==> src/design/stb_pkg.sv <==
package stb_pkg;

   localparam int SLOT_W = 4;
   localparam int SLOT_COUNT = 2 ** SLOT_W;
   localparam int MAX_FIRES = 16;
   localparam int FCNT_W = 5;
   localparam int TIME_W = 32;
   localparam int TAG_W = 8;

   typedef enum logic [2:0] {
      REQ_ALLOC  = 3'd0,
      REQ_FREE   = 3'd1,
      REQ_ARM    = 3'd2,
      REQ_CANCEL = 3'd3,
      REQ_TICK   = 3'd4
   } code_type;

   localparam logic [1:0] STATUS_OK = 2'd0;
   localparam logic [1:0] STATUS_BAD_SLOT = 2'd1;
   localparam logic [1:0] STATUS_FULL = 2'd2;

   typedef struct packed {
      code_type            code;
      logic [SLOT_W-1:0]   slot_index;
      logic [TIME_W-1:0]   timeout_ms;
      logic [TAG_W-1:0]    user_tag;
      logic [TIME_W-1:0]   elapsed_ms;
   } req_type;

   // token and accumulators that travel down the cell chain
   typedef struct packed {
      logic                scan;
      logic                emit;
      logic                found;
      logic                hit;
      logic                any;
      logic [TIME_W-1:0]   min;
      logic [FCNT_W-1:0]   fcnt;
      logic [SLOT_W-1:0]   slot;
   } wave_type;

   typedef struct packed {
      logic                valid;
      logic [SLOT_W-1:0]   slot;
      logic [TAG_W-1:0]    tag;
      logic                last;
   } emit_type;

endpackage

==> src/design/stb_cell.sv <==
module stb_cell #(
   parameter int CELL_ID = 0
) (
   input  logic              clock,
   input  logic              reset,
   input  stb_pkg::req_type  req,
   input  stb_pkg::wave_type up_wave,
   output stb_pkg::wave_type dn_wave,
   output stb_pkg::emit_type emit
);

   localparam bit ADDRESSABLE = (CELL_ID < stb_pkg::SLOT_COUNT);

   logic                          alloc_ff, alloc_in;
   logic                          armed_ff, armed_in;
   logic                          pend_ff, pend_in;
   logic [stb_pkg::TIME_W-1:0]    rem_ff, rem_in;
   logic [stb_pkg::TAG_W-1:0]     tag_ff, tag_in;
   stb_pkg::wave_type             wave_ff, wave_in;
   logic                          addr_hit;
   logic                          expire;
   logic [stb_pkg::TIME_W-1:0]    rem_left;

   assign addr_hit = ADDRESSABLE && (req.slot_index == stb_pkg::SLOT_W'(CELL_ID));
   assign expire   = (rem_ff <= req.elapsed_ms);
   assign rem_left = rem_ff - req.elapsed_ms;
   assign dn_wave  = wave_ff;

   always_comb begin
      alloc_in = alloc_ff;
      armed_in = armed_ff;
      pend_in  = pend_ff;
      rem_in   = rem_ff;
      tag_in   = tag_ff;
      wave_in  = up_wave;
      emit     = '0;
      if (up_wave.scan) begin
         case (req.code)
            stb_pkg::REQ_ALLOC: begin
               // claim only if no lower cell took the request
               if (!up_wave.found && !alloc_ff) begin
                  alloc_in      = 1'b1;
                  wave_in.found = 1'b1;
                  wave_in.slot  = stb_pkg::SLOT_W'(CELL_ID);
               end
            end
            stb_pkg::REQ_FREE: begin
               if (addr_hit && alloc_ff) begin
                  alloc_in    = 1'b0;
                  wave_in.hit = 1'b1;
               end
            end
            stb_pkg::REQ_ARM: begin
               if (addr_hit && alloc_ff) begin
                  armed_in    = 1'b1;
                  rem_in      = req.timeout_ms;
                  tag_in      = req.user_tag;
                  wave_in.hit = 1'b1;
               end
            end
            stb_pkg::REQ_CANCEL: begin
               if (addr_hit && alloc_ff) begin
                  armed_in    = 1'b0;
                  rem_in      = '0;
                  tag_in      = '0;
                  wave_in.hit = 1'b1;
               end
            end
            stb_pkg::REQ_TICK: begin
               if (armed_ff) begin
                  if (expire) begin
                     rem_in = '0;
                     // past the expiry limit: stay armed at zero for the next tick
                     if (up_wave.fcnt < stb_pkg::FCNT_W'(stb_pkg::MAX_FIRES)) begin
                        armed_in     = 1'b0;
                        pend_in      = 1'b1;
                        wave_in.fcnt = up_wave.fcnt + 1'b1;
                     end
                  end else begin
                     rem_in = rem_left;
                  end
               end
            end
            default: begin
            end
         endcase
         // fold this cell's updated time into the running minimum
         if (alloc_in && armed_in && (!up_wave.any || (rem_in < up_wave.min))) begin
            wave_in.min = rem_in;
            wave_in.any = 1'b1;
         end
      end
      if (up_wave.emit && pend_ff) begin
         emit.valid   = 1'b1;
         emit.slot    = stb_pkg::SLOT_W'(CELL_ID);
         emit.tag     = tag_ff;
         emit.last    = (up_wave.fcnt == stb_pkg::FCNT_W'(1));
         pend_in      = 1'b0;
         tag_in       = '0;
         wave_in.fcnt = up_wave.fcnt - 1'b1;
      end
   end

   always_ff @(posedge clock) begin
      if (reset) begin
         alloc_ff <= 1'b0;
         armed_ff <= 1'b0;
         pend_ff  <= 1'b0;
         rem_ff   <= '0;
         tag_ff   <= '0;
         wave_ff  <= '0;
      end else begin
         alloc_ff <= alloc_in;
         armed_ff <= armed_in;
         pend_ff  <= pend_in;
         rem_ff   <= rem_in;
         tag_ff   <= tag_in;
         wave_ff  <= wave_in;
      end
   end

endmodule

==> config.mk <==
export PLATFORM = sky130hd
export DESIGN_NAME = stb_cell
export DESIGN_NICKNAME = d
export VERILOG_FILES = /design/src/design/stb_pkg.sv /design/src/design/stb_cell.sv
export SDC_FILE = /design/constraint.sdc
export NUM_CORES = 1
export LEC_CHECK = 0
export BUFFER_PORTS_ARGS = -buffer_cell sky130_fd_sc_hd__clkbuf_2
export CORE_UTILIZATION = 55
export CTS_BUF_LIST = sky130_fd_sc_hd__clkbuf_2
export CTS_CLUSTER_SIZE = 25
export DETAILED_ROUTE_END_ITERATION = 6
export PLACE_DENSITY = 0.87
export SETUP_SLACK_MARGIN = 0.5
export SLEW_MARGIN = 10
export SYNTH_ARGS = -nofsm -noshare
export SYNTH_HDL_FRONTEND = slang
export SYNTH_SLANG_ARGS = --single-unit
==> constraint.sdc <==
create_clock -name clock -period 6.87 [get_ports clock]
set_input_delay 1.0305 -clock clock [delete_from_list [all_inputs] [get_ports clock]]
set_output_delay 1.0305 -clock clock [all_outputs]
set_load 0.02 [all_outputs]
==> flow_summary.json <==
{
  "outcome": "completed",
  "root_buffer": "clkbuf_2",
  "final_cells": 1251,
  "ys_seq_area_frac": 0.260,
  "numCtsBuffers": 9,
  "drt_iter0_markers": 632,
  "r2r-end": "dn_wave[39]",
  "post_route_cells_drive_above_1_share": 0.228,
  "post-cts-setup-buffer-count": 0,
  "p_int_mw": 0.776,
  "post-place-ws_ns": 0.721,
  "syn2layout_area_growth_pct": 16.8,
  "drv_slew": 0,
  "top_usage_layer": "met2",
  "fmax_mhz": 175,
  "synth_area_leader_cell": "dfxtp_1",
  "vias": 7446,
  "grt_util_met3": 0.0648,
  "ys_ff_latch": 89,
  "crit_required_ns": 7.41,
  "cts_tree": "built",
  "final_common_cell": "clkbuf_2",
  "drtAntennaViolNets": 0,
  "hpwl_um": 16000,
  "timing.final.crit_share": 0.831,
  "pwr-share-seq": 0.461,
  "insertion_delay_ns": 0.62,
  "hold_start": "rem_ff[22]",
  "netlist_area_mm2": 0.00685,
  "gp_congestion": 0.971,
  "dpl.cell_count": 1235,
  "swShare": 0.359,
  "antenna_found_initial": 0,
  "die_area_mm2": 0.0129,
  "cp-start-kind": "flip-flop",
  "cts.clk_slew.worst_paths_ns": 0.26,
  "grt_pass1_vias": 6961,
  "vias_per_cell": 5.95,
  "synth_ff_type": "dfxtp_1",
  "reg2regPathDepth": 22,
  "synth_area_leaders": "dfxtp_1 (26%), ha_1 (12%), a21oi_1 (7.8%)",
  "arrival_ns": 6.25,
  "synth_edf_count": 0,
  "clock_skew_ns": 0.0269,
  "ctsResizeCount": 0,
  "crit_type": "reg2reg",
  "mostFrequentLayoutCells": "clkbuf_2 (191), nor2_1 (132), a21oi_1 (107), dfxtp_1 (89), inv_1 (84)",
  "holdPathStages": 2,
  "worst_pin_slew_ns": 1.07,
  "wirelength_um": 20600,
  "ios": 187,
  "power_frac_comb": 0.301,
  "fp.dieH_um": 114,
  "p_leak_nw": 3.91,
  "slew_headroom": 0.285,
  "synth_area_per_cell_um2": 7.49,
  "cp_max_fo": 38,
  "yosysWarnings": 0,
  "fin_crit_ns": 5.71,
  "num_antenna_cells": 0,
  "power.density_mw_per_mm2": 151,
  "grt_max_degree": 79,
  "grt_overflow": 0,
  "holdBufCountCts": 0,
  "start_util": 0.568,
  "drc_errors": 0,
  "grt_pass1_wl_um": 32800,
  "grtUsageMet1": 0.394,
  "hold_path_class": "reg2reg",
  "setup_ws_ns": 1.16,
  "synthDistinctLibCells": 75,
  "wire_per_inst_um": 16.5,
  "rows": 40,
  "drt_first_pass_iters": 5,
  "cp-end-kind": "flip-flop",
  "hold_slack_ns": 0.512,
  "synth_top_area_share": 0.260,
  "grt_usage": 0.323,
  "cts.sinks": 89,
  "min_to": "rem_ff[22]",
  "clock_path_buffers": 2,
  "reg2reg_from": "rem_ff[0]",
  "clkPwrFrac": 0.238,
  "finalSetupViolCount": 0,
  "power_mw": 1.21,
  "nets": 1272,
  "numPortBuffers": 182,
  "met2_usage": 0.537,
  "maxCapViolCount": 0,
  "ir_drop_mv": 0.147,
  "synthCells": 914,
  "hold_viol_final": 0,
  "core_mm2": 0.0121,
  "tns_ns": 0,
  "htreeDepth": 3,
  "die_w_um": 114,
  "ys_async_sr_fraction": 0,
  "rsz0062_at_grt": "no",
  "rrSetupSlack_ns": 1.16,
  "power_switching_mw": 0.434
}
-- area by class of cell --
| type | count | area, um^2 |
|---|---|---|
| fill | 1091 | 4060 |
| clock buffer | 9 | 45.0 |
| sequential | 89 | 1780 |
| tap | 168 | 210 |
| timing repair buffer | 196 | 1020 |
| multi-input combinational | 697 | 4550 |
| clock inverter | 7 | 76.3 |
| inverter | 85 | 319 |
-- layer usage --
metal	part of all wire	up-vias	routed length [um]
li1	-	3577	-
met1	0.41	3382	8510
met2	0.45	410	9390
met3	0.086	77	1780
met4	0.047	0	969
met5	0	-	0
-- stage by stage --
stage	util	instance area, um^2
floorplan	-	6860
global placement	0.653	7880
detailed placement	0.653	7880
CTS	0.663	8000
global route	0.663	8000
finish	0.663	8000
-- synth_stat cells (7+ instances only) --
master / instances
clkbuf_1: 29
o21ai_1: 13
nor3_1: 38
and3_1: 16
a211oi_1: 13
a21oi_1: 107
nand2b_1: 7
nor3b_1: 11
inv_1: 84
and2_1: 12
xor2_1: 13
buf_2: 8
xnor2_1: 13
ha_1: 66
nand2_1: 43
dfxtp_1: 89
o211ai_1: 7
nor2b_1: 8
nand4_1: 11
nand3_1: 19
nor2_1: 134
a22oi_1: 22
o21ai_0: 32
-- worst max-delay path, stage by stage, from the launching register on --
cell and delay (ns):
dfxtp_1 0.46, inv_1 0.12, ha_1 0.25, inv_1 0.09, fa_1 0.21, nand3_1 0.11
a211oi_2 0.33, o2111ai_1 0.29, a21oi_2 0.26, or2_1 0.29, nand3_1 0.35, buf_4 0.29
o21ai_0 0.47, ha_1 0.36, a211oi_1 0.19, o21ai_0 0.11, nor2_1 0.18, o221ai_1 0.17
nand3_1 0.12, o311a_1 0.19, and2_4 0.44, o211ai_1 0.20, a21oi_1 0.17
-- cells by family after synthesis --
family          Yosys count  share of synthesized area
compound gates          271                      0.264
mux                       6                    0.00877
other cells               1                   0.000548
flops                    89                      0.260
xor+xnor                 26                     0.0333
simple gates            323                      0.232
buf+inv                 131                     0.0777
fa+ha+maj                67                      0.124
-- power groups by stage --
stage / sequential [mW] / clock [mW] / combinational [mW]
global route: 0.560 / 0.310 / 0.400
detailed placement: 0.567 / 0 / 0.356
finish: 0.557 / 0.288 / 0.364
CTS: 0.557 / 0.294 / 0.359
floorplan: 0.581 / 0 / 0.225
global placement: 0.567 / 0 / 0.350
-- registers in the layout, indices dropped and copies added, names as in the netlist --
| name | flops |
|---|---|
| dn_wave | 46 |
| rem_ff | 32 |
| tag_ff | 8 |
| alloc_ff | 1 |
| armed_ff | 1 |
| pend_ff | 1 |
-- how the worst max path moves through the flow --
stage,from,to,slack [ns],cells after the start
floorplan,req[0],dn_wave[21],1.35,25
global placement,req[0],dn_wave[34],0.85,22
detailed placement,req[0],dn_wave[39],0.72,22
CTS,rem_ff[0],dn_wave[39],1.28,22
global route,rem_ff[0],dn_wave[39],0.69,22
finish,rem_ff[0],dn_wave[39],1.16,22
No activity file was read; power rests on OpenSTA's default activity.
